===== config.mk =====
export PLATFORM = sky130hd
export DESIGN_NAME = scancode_to_ascii_translator
export DESIGN_NICKNAME = d
export VERILOG_FILES = /design/src/scta_pkg.sv /design/src/scancode_to_ascii_translator.sv /design/src/scta_decode.sv
export VERILOG_INCLUDE_DIRS = /design/src /design/src/src
export SDC_FILE = /design/constraint.sdc
export NUM_CORES = 1
export LEC_CHECK = 0
export BUFFER_PORTS_ARGS = -buffer_cell sky130_fd_sc_hd__buf_4
export CORE_MARGIN = 3
export CORE_UTILIZATION = 40
export DETAILED_ROUTE_END_ITERATION = 8
export GPL_TIMING_DRIVEN = 0
export PLACE_DENSITY_LB_ADDON = 0.15
export REMOVE_ABC_BUFFERS = 1
export SYNTH_ARGS = -nofsm -noshare
export SYNTH_HDL_FRONTEND = slang
export SYNTH_SLANG_ARGS = --single-unit
export TNS_END_PERCENT = 1

===== constraint.sdc =====
create_clock -name clk -period 2.41 [get_ports clk]
set_input_delay 0.241 -clock clk [delete_from_list [all_inputs] [get_ports clk]]
set_output_delay 0.241 -clock clk [all_outputs]
set_load 0.005 [all_outputs]

===== src/scancode_to_ascii_translator_assert.svh =====
// Assertion macros for the scancode translator.
// Expects clk and rst_n in the scope where a macro is used.
`ifndef SCANCODE_TO_ASCII_TRANSLATOR_ASSERT_SVH
`define SCANCODE_TO_ASCII_TRANSLATOR_ASSERT_SVH

// Same-cycle implication, checked outside reset.
`define SCTA_ASSERT_COMB(lbl, ante, cons, msg) \
  lbl: assert property (@(posedge clk) disable iff (!rst_n) (ante) |-> (cons)) \
    else $error(msg);

// Next-cycle implication, checked outside reset.
`define SCTA_ASSERT_NEXT(lbl, ante, cons, msg) \
  lbl: assert property (@(posedge clk) disable iff (!rst_n) (ante) |=> (cons)) \
    else $error(msg);

`endif


===== src/scta_pkg.sv =====
// Shared types, scancode constants and key tables for the scancode translator.
// No dependencies.
`default_nettype none

package scta_pkg;

  localparam int unsigned KeyCount = 84;

  // Modifier scancodes (make and break)
  localparam logic [7:0] ShiftLeftMake   = 8'h2A;
  localparam logic [7:0] ShiftRightMake  = 8'h36;
  localparam logic [7:0] CtrlMake        = 8'h1D;
  localparam logic [7:0] AltMake         = 8'h38;
  localparam logic [7:0] CapsMake        = 8'h3A;
  localparam logic [7:0] ShiftLeftBreak  = 8'hAA;
  localparam logic [7:0] ShiftRightBreak = 8'hB6;
  localparam logic [7:0] CtrlBreak       = 8'h9D;
  localparam logic [7:0] AltBreak        = 8'hB8;

  localparam logic [6:0] AsciiLowerA = 7'h61;
  localparam logic [6:0] AsciiLowerZ = 7'h7A;
  localparam logic [6:0] CaseOffset  = 7'h20;

  typedef struct packed {
    logic caps;
    logic alt;
    logic ctrl;
    logic shift;
  } mod_flags_t;

  typedef struct packed {
    logic       char_valid;
    logic [6:0] char_code;
  } char_res_t;

  // Normal key table; empty entries give zero
  function automatic logic [6:0] key_plain(input logic [6:0] code);
    logic [6:0] c;
    case (code)
      7'h01: c = 7'h1B; 7'h02: c = 7'h31; 7'h03: c = 7'h32; 7'h04: c = 7'h33;
      7'h05: c = 7'h34; 7'h06: c = 7'h35; 7'h07: c = 7'h36; 7'h08: c = 7'h37;
      7'h09: c = 7'h38; 7'h0A: c = 7'h39; 7'h0B: c = 7'h30; 7'h0C: c = 7'h2D;
      7'h0D: c = 7'h3D; 7'h0E: c = 7'h08; 7'h0F: c = 7'h09;
      7'h10: c = 7'h71; 7'h11: c = 7'h77; 7'h12: c = 7'h65; 7'h13: c = 7'h72;
      7'h14: c = 7'h74; 7'h15: c = 7'h79; 7'h16: c = 7'h75; 7'h17: c = 7'h69;
      7'h18: c = 7'h6F; 7'h19: c = 7'h70; 7'h1A: c = 7'h5B; 7'h1B: c = 7'h5D;
      7'h1C: c = 7'h0A; 7'h1E: c = 7'h61; 7'h1F: c = 7'h73;
      7'h20: c = 7'h64; 7'h21: c = 7'h66; 7'h22: c = 7'h67; 7'h23: c = 7'h68;
      7'h24: c = 7'h6A; 7'h25: c = 7'h6B; 7'h26: c = 7'h6C; 7'h27: c = 7'h3B;
      7'h28: c = 7'h27; 7'h29: c = 7'h60; 7'h2B: c = 7'h5C; 7'h2C: c = 7'h7A;
      7'h2D: c = 7'h78; 7'h2E: c = 7'h63; 7'h2F: c = 7'h76;
      7'h30: c = 7'h62; 7'h31: c = 7'h6E; 7'h32: c = 7'h6D; 7'h33: c = 7'h2C;
      7'h34: c = 7'h2E; 7'h35: c = 7'h2F; 7'h37: c = 7'h2A; 7'h39: c = 7'h20;
      7'h47: c = 7'h37; 7'h48: c = 7'h38; 7'h49: c = 7'h39; 7'h4A: c = 7'h2D;
      7'h4B: c = 7'h34; 7'h4C: c = 7'h35; 7'h4D: c = 7'h36; 7'h4E: c = 7'h2B;
      7'h4F: c = 7'h31; 7'h50: c = 7'h32; 7'h51: c = 7'h33; 7'h52: c = 7'h30;
      7'h53: c = 7'h2E;
      default: c = 7'h00;
    endcase
    return c;
  endfunction

  // Shifted key table: letters uppercase, symbol keys remapped, rest as normal
  function automatic logic [6:0] key_shifted(input logic [6:0] code);
    logic [6:0] p;
    logic [6:0] c;
    p = key_plain(code);
    case (code)
      7'h02: c = 7'h21; 7'h03: c = 7'h40; 7'h04: c = 7'h23; 7'h05: c = 7'h24;
      7'h06: c = 7'h25; 7'h07: c = 7'h5E; 7'h08: c = 7'h26; 7'h09: c = 7'h2A;
      7'h0A: c = 7'h28; 7'h0B: c = 7'h29; 7'h0C: c = 7'h5F; 7'h0D: c = 7'h2B;
      7'h1A: c = 7'h7B; 7'h1B: c = 7'h7D; 7'h27: c = 7'h3A; 7'h28: c = 7'h22;
      7'h29: c = 7'h7E; 7'h2B: c = 7'h7C; 7'h33: c = 7'h3C; 7'h34: c = 7'h3E;
      7'h35: c = 7'h3F;
      default: begin
        if (p >= AsciiLowerA && p <= AsciiLowerZ) begin
          c = p - CaseOffset;
        end else begin
          c = p;
        end
      end
    endcase
    return c;
  endfunction

endpackage

`default_nettype wire


===== src/scancode_to_ascii_translator.sv =====
// Top level of the set-1 scancode to ASCII translator.
// Depends on scta_pkg, scta_decode and scancode_to_ascii_translator_assert.svh.
//
//   channel | direction | handshake          | payload
//   --------+-----------+--------------------+------------------------------------
//   in_     | input     | in_valid/in_stall  | in_scan_byte[7:0]
//   out_    | output    | out_valid/out_stall| out_char_valid, out_char_code[6:0],
//           |           |                    | out_shift/ctrl/alt_held, out_caps_on
//
// One request per clock sustained while out_stall is low; each request passes the input
// register, then is decoded into the result register. Modifier flags update as a
// request moves into the result register. Synchronous active-low reset clears both stage
// valids and all flags. out_stall holds the result and, once the input
// register is full, backs up into in_stall in the same cycle.
`default_nettype none

module scancode_to_ascii_translator (
  input  wire logic       clk,
  input  wire logic       rst_n,
  input  wire logic       in_valid,
  output logic            in_stall,
  input  wire logic [7:0] in_scan_byte,
  output logic            out_valid,
  input  wire logic       out_stall,
  output logic            out_char_valid,
  output logic [6:0]      out_char_code,
  output logic            out_shift_held,
  output logic            out_ctrl_held,
  output logic            out_alt_held,
  output logic            out_caps_on
);

  `include "scancode_to_ascii_translator_assert.svh"

  logic                 s1_valid_r;
  logic                 s1_valid_nxt;
  logic [7:0]           s1_byte_r;
  logic                 out_valid_r;
  logic                 out_valid_nxt;
  scta_pkg::char_res_t  res_r;
  scta_pkg::char_res_t  res_nxt;
  scta_pkg::mod_flags_t flags_r;
  scta_pkg::mod_flags_t flags_nxt;
  logic                 out_ready;
  logic                 adv;
  logic                 in_acc;

  // Handshake: advance when the result register is free or being taken
  assign out_ready = !out_valid_r || !out_stall;
  assign adv       = s1_valid_r && out_ready;
  assign in_stall  = s1_valid_r && !out_ready;
  assign in_acc    = in_valid && !in_stall;

  always_comb begin
    s1_valid_nxt = s1_valid_r;
    if (in_acc) begin
      s1_valid_nxt = 1'b1;
    end else if (adv) begin
      s1_valid_nxt = 1'b0;
    end
    out_valid_nxt = out_valid_r && out_stall;
    if (adv) begin
      out_valid_nxt = 1'b1;
    end
  end

  scta_decode u_decode (
    .scan_byte (s1_byte_r),
    .flags     (flags_r),
    .flags_nxt (flags_nxt),
    .res       (res_nxt)
  );

  // Control state and modifier flags
  always_ff @(posedge clk) begin
    if (!rst_n) begin
      s1_valid_r  <= 1'b0;
      out_valid_r <= 1'b0;
      flags_r     <= '0;
    end else begin
      s1_valid_r  <= s1_valid_nxt;
      out_valid_r <= out_valid_nxt;
      if (adv) begin
        flags_r <= flags_nxt;
      end
    end
  end

  // Payload registers: capture input, load result on advance
  always_ff @(posedge clk) begin
    if (in_acc) begin
      s1_byte_r <= in_scan_byte;
    end
    if (adv) begin
      res_r <= res_nxt;
    end
  end

  assign out_valid      = out_valid_r;
  assign out_char_valid = res_r.char_valid;
  assign out_char_code  = res_r.char_code;
  assign out_shift_held = flags_r.shift;
  assign out_ctrl_held  = flags_r.ctrl;
  assign out_alt_held   = flags_r.alt;
  assign out_caps_on    = flags_r.caps;

  // Checks
  `SCTA_ASSERT_COMB(a_valid_code, out_valid_r, out_char_valid == (out_char_code != 7'h00), "char_valid disagrees with char_code")
  `SCTA_ASSERT_NEXT(a_flags_hold, rst_n && !adv, $stable(flags_r), "modifier flags changed without an advancing request")
  `SCTA_ASSERT_NEXT(a_break_no_char, rst_n && adv && s1_byte_r[7], !out_char_valid, "break code produced a character")

endmodule

`default_nettype wire


===== src/scta_decode.sv =====
// Combinational decode of one scancode: modifier update and key lookup.
// Depends on scta_pkg.
`default_nettype none

module scta_decode (
  input  wire logic [7:0]          scan_byte,
  input  wire scta_pkg::mod_flags_t flags,
  output scta_pkg::mod_flags_t     flags_nxt,
  output scta_pkg::char_res_t      res
);

  logic       is_mod;
  logic [6:0] key_idx;
  logic [6:0] plain_c;
  logic [6:0] ch;

  // Apply modifier make and break codes
  always_comb begin
    flags_nxt = flags;
    is_mod    = 1'b1;
    case (scan_byte)
      scta_pkg::ShiftLeftMake,
      scta_pkg::ShiftRightMake:  flags_nxt.shift = 1'b1;
      scta_pkg::CtrlMake:        flags_nxt.ctrl  = 1'b1;
      scta_pkg::AltMake:         flags_nxt.alt   = 1'b1;
      scta_pkg::CapsMake:        flags_nxt.caps  = ~flags.caps;
      scta_pkg::ShiftLeftBreak,
      scta_pkg::ShiftRightBreak: flags_nxt.shift = 1'b0;
      scta_pkg::CtrlBreak:       flags_nxt.ctrl  = 1'b0;
      scta_pkg::AltBreak:        flags_nxt.alt   = 1'b0;
      default:                   is_mod          = 1'b0;
    endcase
  end

  // Look up make codes; modifiers and breaks give no character
  always_comb begin
    key_idx = scan_byte[6:0];
    plain_c = scta_pkg::key_plain(key_idx);
    ch      = 7'h00;
    if (!is_mod && !scan_byte[7] && ({25'd0, key_idx} < scta_pkg::KeyCount)) begin
      if (flags.shift) begin
        ch = scta_pkg::key_shifted(key_idx);
      end else if (flags.caps && plain_c >= scta_pkg::AsciiLowerA &&
                   plain_c <= scta_pkg::AsciiLowerZ) begin
        ch = plain_c - scta_pkg::CaseOffset;
      end else begin
        ch = plain_c;
      end
    end
    res.char_valid = (ch != 7'h00);
    res.char_code  = ch;
  end

endmodule

`default_nettype wire


After elaboration in Yosys (flattened, before gate mapping). Memory sizes are Yosys's and may differ from the RTL's. A register that Yosys moved wholly into a read port is not among the register bits. Cells that the tools add are included.

Order comparisons: 5. Reduce and logical (&&, ||, !) cells: 28. Muxes and demuxes: 16. Bitwise logic cells: 1. $add $sub $neg: 2. Eq/ne operators: 30.

Operators with widths (number): $pmux W7 S21 (1); $mux W7 (8); $eq A7 B6 Y1 const B (7); $eq A7 B4 Y1 const B (6); $eq A8 B6 Y1 const B (4); $eq A8 B8 Y1 const B (4); $eq A7 B3 Y1 const B (4); $eq A7 B2 Y1 const B (2); $eq A7 B5 Y1 const B (2); $ge A7 B7 Y1 const B (2); $le A7 B7 Y1 const B (2); $sub A7 B6 Y7 const B (2); $logic_and A1 B1 Y1 (9); $reduce_or A9 Y1 (1); $eq A8 B5 Y1 const B (1); $reduce_and A2 Y1 (4); $reduce_bool A2 Y1 (4); $lt A7 B7 Y1 const B (1); $reduce_bool A7 Y1 (1); $logic_not A1 Y1 (6); $pmux W1 S2 (3); $mux W1 (4); $reduce_or A2 Y1 (2); $logic_or A1 B1 Y1 (1); $not A1 Y1 (1).

ROM bits: 1792. Word-level logic and storage cells: 93. Memories kept: 2. Bits of input ports: 12. Output and inout bits: 14. Register bits: 22.

Memories: (name not given) (depth 128, width 7, rd ports 1, clocked after Yosys merged registers in 1, write ports 0, line scta_pkg.sv:39) `case (code)`; (name not given) (depth 128, width 7, rd ports 1, clocked after Yosys merged registers in 1, write ports 0, line scta_pkg.sv:39).

Logic depth before layout (Yosys ltp). Gate-level depths: netlist of run 1.

Depth after elaboration: 14. Mapped depth: 13. Depth with buffers taken out: 11.

Modules after synthesis. A second synthesis of run 1 with hierarchy kept.

Cell total of the unflattened synthesis: 317. Area, all modules: 2640.0 um^2.

Modules (own cells, without submodules): scta_decode (area each 1913.1 um^2, instances 1, cells each 276); scancode_to_ascii_translator (area each 726.9 um^2, instances 1, cells each 41).

Least setup slack after synthesis of run 1. OpenSTA, ideal clock, no wires.

Path kind: flip-flop to flip-flop. From: register out_valid_r (netlist: out_valid). To: register u_decode.plain_c[4] (netlist name). Cell stages (with the launch flop): 14. Slack: -121 ps. Data arrival time: 2462 ps. Period minus slack after synthesis: 2531 ps. Data required time: 2341 ps. Cells stage by stage: dfxtp_1 -> nand3_1 -> buf_2 -> nand2_1 -> buf_4 -> inv_2 -> o21ai_2 -> inv_1 -> ha_1 -> buf_2 -> mux4_2 -> nor3_1 -> a311oi_1 -> o21ai_1.

Word-level cells in the longest chain between the ends: 7.

RTL lines: start, declared (line scancode_to_ascii_translator.sv:38) `logic out_valid_r;`; start signal, assigned (line scancode_to_ascii_translator.sv:82) `out_valid_r <= out_valid_nxt;`; $logic_not A1 Y1 (line scancode_to_ascii_translator.sv:49) `assign out_ready = !out_valid_r || !out_stall;`; $logic_or A1 B1 Y1 (line scancode_to_ascii_translator.sv:49); $logic_not A1 Y1 (line scancode_to_ascii_translator.sv:51) `assign in_stall = s1_valid_r && !out_ready;`; $logic_and A1 B1 Y1 (line scancode_to_ascii_translator.sv:51); $logic_not A1 Y1 (line scancode_to_ascii_translator.sv:52) `assign in_acc = in_valid && !in_stall;`; $logic_and A1 B1 Y1 (line scancode_to_ascii_translator.sv:52); named net in_acc (line scancode_to_ascii_translator.sv:46) `logic in_acc;`; $mux W7 (no source line).

The timed path passes the listed nets, and every way through them passes these cells. A chain may end at the register's enable or synchronous reset.

==> out/metrics.cfg, run 1 <==
[placed_design]
dp.cells=454
place_area_um2=3010
pre_cts_slack_ns=-0.871
dp_hpwl_um=5420
globalplace.congestion=0.899
io_buffers=25

[logic_synthesis]
synth_top_area_cell=edfxtp_1
ys_ff_latch=29
netlist.area_leader.share_pct=17.1
postSynth.asyncResetShare_pct=0
post-synth-top-count-cell=a21oi_1
ys_top_cells_by_area=edfxtp_1 (17%), dfxtp_1 (9.2%), a21oi_1 (5.5%)
ys_seq_area_share_pct=26.3
synthTopCellsByCount=a21oi_1 (31), nor2_1 (29), nand2_1 (26)
yosys_most_used_dff=edfxtp_1
syn_area_um2=2820
synth-edff-count=16
avgSynthCellArea_um2=7.76
synthCells=363
yosysWarnings=0
synth_cell_types=69

[hold_path]
min_path_cells=1
hold_end=s1_byte_r[7]
hold_class=primary input to flip-flop
hold_start=in_scan_byte[7]

[drt]
drc_errors=0
vias=3152
dr.pass1.iters=5
ant_nets=0
detail_route.wl_per_cell_um=17.5
drtIter0Drc=271
drt_wl_total_um=8910
viasPerCell=6.19

[critical_path]
crit_slowest_cell=edfxtp_1
reg2reg_depth=8
crit_path_frequent_cell=a2111oi_4
path_cells=buf_6 -> or3b_4 -> a2111oi_4 -> a211oi_2 -> nand2_4 -> a221oi_4 -> a2111oi_4 -> nand4b_1
slowest_delay_ns=0.54
crit_type=flip-flop to flip-flop
r2r_setup_slack_ns=-0.09
required_ns=2.43
cp_max_fo=6
rr_startpoint=s1_byte_r[3]
end_kind=flip-flop
startpoint_type=flip-flop
arrival_ns=2.51
r2r-end=out_char_valid

[floorplanning]
die_h_um=89.9
initial_utilization_pct=42.9
die_w_um=89.9
die_area_um2=8080
std_cell_rows=29
io_pins=26
core_um2=6570

[clock_network]
cts_tree=yes
cts_sinks=29
clock_latency_ns=0.28
cts_max_path_buffers=2
clk_pin_slew_ns=0.06
ctsHoldBuffers=0
htree_levels=2
numCtsBuffers=5
cts_root_buf=clkbuf_8

[cells_and_area]
regArea_um2=748
areaGrowthSynthToFinish_pct=31.1
fin_area_um2=3690
largest_register_ffs=8
n_fill_cell=606
final_core_util_pct=56.2
regMostFlops=s1_byte_r
stdcell_count=509
drive_above_1_share_pct=30.8
diodes=0
final_nets=438
multiInputGateArea_um2=2100

[flow_run]
max_cap_viol_count=0

[timing]
finalSetupViolations=2
slew_headroom_pct=21.7
fmax_mhz=401
slew_viol_final=0
hold_viol=0
fin_ws_ns=-0.0864
fin_crit_ns=2.50
skew_ns=0.00825
finalSetupTns_ns=-0.157
rsz0062_at_grt=true
tightest_slew_ns=1.17
period_share_pct=104

[global_routing]
grt_use_total_pct=20.7
antenna_found_initial=0
grt_start_max_net_pins=24
grt_pass1_vias=2748
overflow=0
grt_pass1_wl_um=13900

[run_status]
outcome=complete, but fails checks
failed_checks=setup timing

[power_and_ir_drop]
p_per_area_nw_per_um2=434
static-leakage-power_uw=0.00138
vdd_drop_max_uv=221

-- critical path: cells and delay by family, from the launching register on --
family,cells,cell delay [ns]
flip-flops,1,0.54
AND/OR/NAND/NOR,3,0.65
buffers and inverters,1,0.15
AO/OA/AOI/OAI,4,0.90
-- cell usage in the layout, fill, tap and decap left out, types with 5 or more instances in the layout --
cell type / count
nand3b_1: 7
a211oi_1: 6
edfxtp_1: 16
a21oi_1: 25
xnor2_1: 5
o211ai_1: 5
or3_1: 5
nor3_1: 13
a31oi_1: 10
nor2_1: 27
nand2b_1: 11
buf_4: 66
nand2_1: 25
inv_1: 16
dfxtp_1: 11
nand3_1: 14
ha_1: 7
o21ai_0: 16
clkbuf_8: 5
-- final cells by class --
class | count | area share (%)
flip-flops and latches | 29 | 20.3
multi-input cells | 285 | 56.8
clock inverters | 3 | 0.339
repair buffers | 72 | 15.0
clock buffers | 5 | 1.86
well taps | 93 | 3.15
inverters | 22 | 2.54
-- cells by family (layout without fill, tap and decap cells) --
logic type	count (synthesis)	after routing	synth area share (%)
compound gates	130	130	32.6
xor+xnor	8	8	2.49
fa+ha+maj	11	11	4.89
buf+inv	50	102	7.37
flops	29	29	26.3
mux	5	5	2.27
simple gates	130	131	24.1
-- where the power goes --
part           total, uW  switching, uW  internal [uW]  leakage (uW)
Combinational        622            357            266       0.00108
Sequential           604           38.3            565      0.000261
Clock                377            184            194     0.0000430
-- worst max path at each step --
stage	start	endpoint	slack (ns)	depth (start not counted)
after floorplan	out_valid	u_decode.plain_c[0]	-0.76	8
after global placement	out_stall	u_decode.plain_c[0]	-1.75	9
after detailed placement	out_valid	u_decode.plain_c[4]	-0.87	10
after CTS	s1_byte_r[4]	out_char_valid	-0.02	8
after global routing	s1_byte_r[3]	out_char_valid	-0.15	8
final	s1_byte_r[3]	out_char_valid	-0.09	8
-- what timing repair did --
item,in CTS,in global routing
gates resized for setup,27,30
setup endpoints to repair,14,7
pin swaps,4,14
cloned,0,1
buffers inserted,32,14
-- per-stage QoR --
step,hold slack (ns),total power [uW]
3_3_place_gp,0.419,1090
2_1_floorplan,0.340,947
4_1_cts,0.130,1540
6_report,0.137,1600
5_1_grt,0.128,1690
3_5_place_dp,0.421,1090
-- routing by layer --
metal | share of wire (%) | vias to the layer above | track usage (%)
met5 | 0 | - | 0
met4 | 1.3 | 0 | 8.55
met3 | 6.5 | 10 | 3.17
met2 | 48 | 148 | 32.8
met1 | 45 | 1520 | 28.1
li1 | - | 1474 | -
No activity file was read; power rests on OpenSTA's default activity.
==> run 2: changes to the inputs <==
--- a/config.mk
+++ b/config.mk
@@ -13,6 +13,7 @@
 export GPL_TIMING_DRIVEN = 0
 export PLACE_DENSITY_LB_ADDON = 0.15
 export REMOVE_ABC_BUFFERS = 1
+export SETUP_SLACK_MARGIN = 0.5
 export SYNTH_ARGS = -nofsm -noshare
 export SYNTH_HDL_FRONTEND = slang
 export SYNTH_SLANG_ARGS = --single-unit
==> run 2 against run 1 <==
Net effect:
- critical endpoint unchanged
- sequential power hardly changed
- largest power group unchanged
- critical path depth up 1
- the flow still finishes with violations (setup timing)
- routed wire length is 4.2% higher
- combinational power up 3.5%
- count of clock-buffer cells in the layout did not move
- cell area increased by 2.2%
- clock skew grew 0.00062 ns
- non-clock buffer count unchanged
- utilization rose by 1.3 points
- cell count unchanged
- via count decreased by 1.2%
==> out/metrics.cfg, run 2 (synthesized netlist as in run 1, its figures left out) <==
[hold_path]
min_path_cells=1  ; unchanged
hold_end=s1_byte_r[7]  ; unchanged
hold_class=primary input to flip-flop  ; unchanged
hold_start=in_scan_byte[7]  ; unchanged

[floorplanning]
io_pins=26  ; unchanged
die_h_um=89.9  ; unchanged
core_um2=6570  ; unchanged
die_w_um=89.9  ; unchanged
std_cell_rows=29  ; unchanged
die_area_um2=8080  ; unchanged
initial_utilization_pct=42.9  ; unchanged

[flow_run]
max_cap_viol_count=0  ; unchanged

[placed_design]
io_buffers=25  ; unchanged
pre_cts_slack_ns=-0.871  ; unchanged
dp_hpwl_um=5420  ; unchanged
globalplace.congestion=0.899  ; unchanged

[critical_path]
arrival_ns=2.47  ; was 2.51 ns
rr_startpoint=s1_byte_r[3]  ; unchanged
crit_slowest_cell=edfxtp_1  ; unchanged
crit_type=flip-flop to flip-flop  ; unchanged
path_cells=buf_4 -> nand3b_1 -> o22ai_2 -> o21ai_2 -> buf_4 -> a31oi_4 -> a21oi_2 -> a2111oi_2 -> nand4b_1  ; was buf_6 -> or3b_4 -> a2111oi_4 -> a211oi_2 -> nand2_4 -> a221oi_4 -> a2111oi_4 -> nand4b_1
r2r-end=out_char_valid  ; unchanged
slowest_delay_ns=0.54  ; about the same
crit_path_frequent_cell=buf_4  ; was a2111oi_4
reg2reg_depth=9  ; was 8
r2r_setup_slack_ns=-0.03  ; was -0.09 ns
end_kind=flip-flop  ; unchanged
cp_max_fo=6  ; unchanged
startpoint_type=flip-flop  ; unchanged
required_ns=2.43  ; about the same

[timing]
slew_viol_final=0  ; unchanged
hold_viol=0  ; unchanged
fin_crit_ns=2.44  ; was 2.50 ns
finalSetupViolations=1  ; was 2
tightest_slew_ns=1.22  ; was 1.17 ns
hold_slack_ns=0.132  ; was 0.137 ns
fmax_mhz=409  ; was 401 MHz
period_share_pct=101  ; was 104%
rsz0062_at_grt=true  ; unchanged
skew_ns=0.00887  ; was 0.00825 ns
fin_ws_ns=-0.0331  ; was -0.0864 ns
slew_headroom_pct=18.4  ; was 21.7%

[cells_and_area]
largest_register_ffs=8  ; unchanged
n_fill_cell=584  ; was 606
final_core_util_pct=57.5  ; was 56.2%
regMostFlops=s1_byte_r  ; unchanged
mostFrequentLayoutCell=buf_4  ; unchanged
areaGrowthSynthToFinish_pct=34.0  ; was 31.1%
diodes=0  ; unchanged
final_nets=438  ; unchanged
drive_above_1_share_pct=33.9  ; was 30.8%
layout_common_cells=buf_4 (65), nor2_1 (27), nand2_1 (24), a21oi_1 (23)  ; was buf_4 (66), nor2_1 (27), a21oi_1 (25), nand2_1 (25)

[power_and_ir_drop]
p_comb_share_pct=39.4  ; was 38.8%
p_sw_uw=597  ; was 578 uW
vdd_drop_max_uv=230  ; was 221 uV
pwr-share-clk_pct=23.4  ; was 23.5%
switching_share_pct=36.5  ; was 36.1%
static-leakage-power_uw=0.00140  ; was 0.00138 uW
p_per_area_nw_per_um2=433  ; was 434 nW/um^2
p_seq_share_pct=37.2  ; was 37.6%
p_int_uw=1040  ; was 1020 uW

[run_status]
failed_checks=setup timing  ; unchanged
outcome=complete, but fails checks  ; unchanged

[clock_network]
cts_max_path_buffers=2  ; unchanged
clock_latency_ns=0.29  ; was 0.28 ns
ctsHoldBuffers=0  ; unchanged
htree_levels=2  ; unchanged
clk_pin_slew_ns=0.07  ; was 0.06 ns
cts_root_buf=clkbuf_8  ; unchanged
cts_tree=yes  ; unchanged
numCtsBuffers=5  ; unchanged
cts_sinks=29  ; unchanged

[drt]
drc_errors=0  ; unchanged
viasPerCell=6.12  ; was 6.19
drt_wl_total_um=9280  ; was 8910 um
drtIter0Drc=274  ; was 271
detail_route.wl_per_cell_um=18.2  ; was 17.5 um
dr.pass1.iters=5  ; unchanged
ant_nets=0  ; unchanged
vias=3115  ; was 3152

[global_routing]
overflow=0  ; unchanged
antenna_found_initial=0  ; unchanged
grt_start_max_net_pins=24  ; unchanged
grt_pass1_wl_um=14500  ; was 13900 um
grt_use_total_pct=21.4  ; was 20.7%
grt_pass1_vias=2868  ; was 2748

run 2: cell counts in the layout (fill, tap and decap cells not counted):
No cell type changed its count.
run 2: area by class of cell:
cell class | count | area (um^2) | share of cell area, %
sequential | 29 | 749 | 19.9
tap | 93 | 116 | 3.08
inverter | 22 | 93.8 | 2.49
timing repair buffer | 72 | 569 | 15.1
clock inverter | 3 | 12.5 | 0.331
multi-input combinational | 285 | 2160 | 57.3
clock buffer | 5 | 68.8 | 1.82
run 2: worst max-delay path: cells and delay by family, from the launching register on:
family,cells,cell delay (ns)
buffers and inverters,2,0.36
flip-flops,1,0.54
AND/OR/NAND/NOR,2,0.30
AO/OA/AOI/OAI,5,0.97
run 2: repair_timing:
item	in CTS	in global routing
pin swaps	14	16
buffers inserted	45	1
cloned	0	1
resized for setup	43	35
setup endpoints to repair	19	19
run 2: layer usage:
layer,vias up,GRT usage [%],routed length (um)
met4,0,8.80,172
li1,1471,-,-
met5,-,0,0
met1,1472,28.6,3940
met3,16,2.84,688
met2,156,34.9,4480
run 2: worst max-delay path by stage:
| stage | from | end | slack [ns] | cells past startpoint |
|---|---|---|---|---|
| after floorplan | out_valid | u_decode.plain_c[0] | -0.76 | 8 |
| after global placement | out_stall | u_decode.plain_c[0] | -1.75 | 9 |
| after detailed placement | out_valid | u_decode.plain_c[4] | -0.87 | 10 |
| after CTS | s1_byte_r[3] | out_char_valid | 0.03 | 8 |
| after global routing | s1_byte_r[3] | out_char_valid | -0.1 | 8 |
| final | s1_byte_r[3] | out_char_valid | -0.03 | 9 |
run 2: power by group through the flow:
stage / Sequential [uW] / Combinational (uW) / Clock [uW]
after CTS: 602 / 581 / 387
after floorplan: 619 / 328 / 0
final: 607 / 644 / 383
after detailed placement: 637 / 455 / 0
after global routing: 611 / 694 / 407
after global placement: 635 / 451 / 0
run 2: per-stage QoR:
stage	instances	total power (uW)	area [um^2]	TNS [ns]
global placement	453	1090	3000	-10.99
floorplan	335	947	2690	-3.48
global route	509	1710	3770	-0.170
CTS	507	1570	3590	0
detailed placement	454	1090	3010	-5.78
finish	509	1630	3770	-0.0331
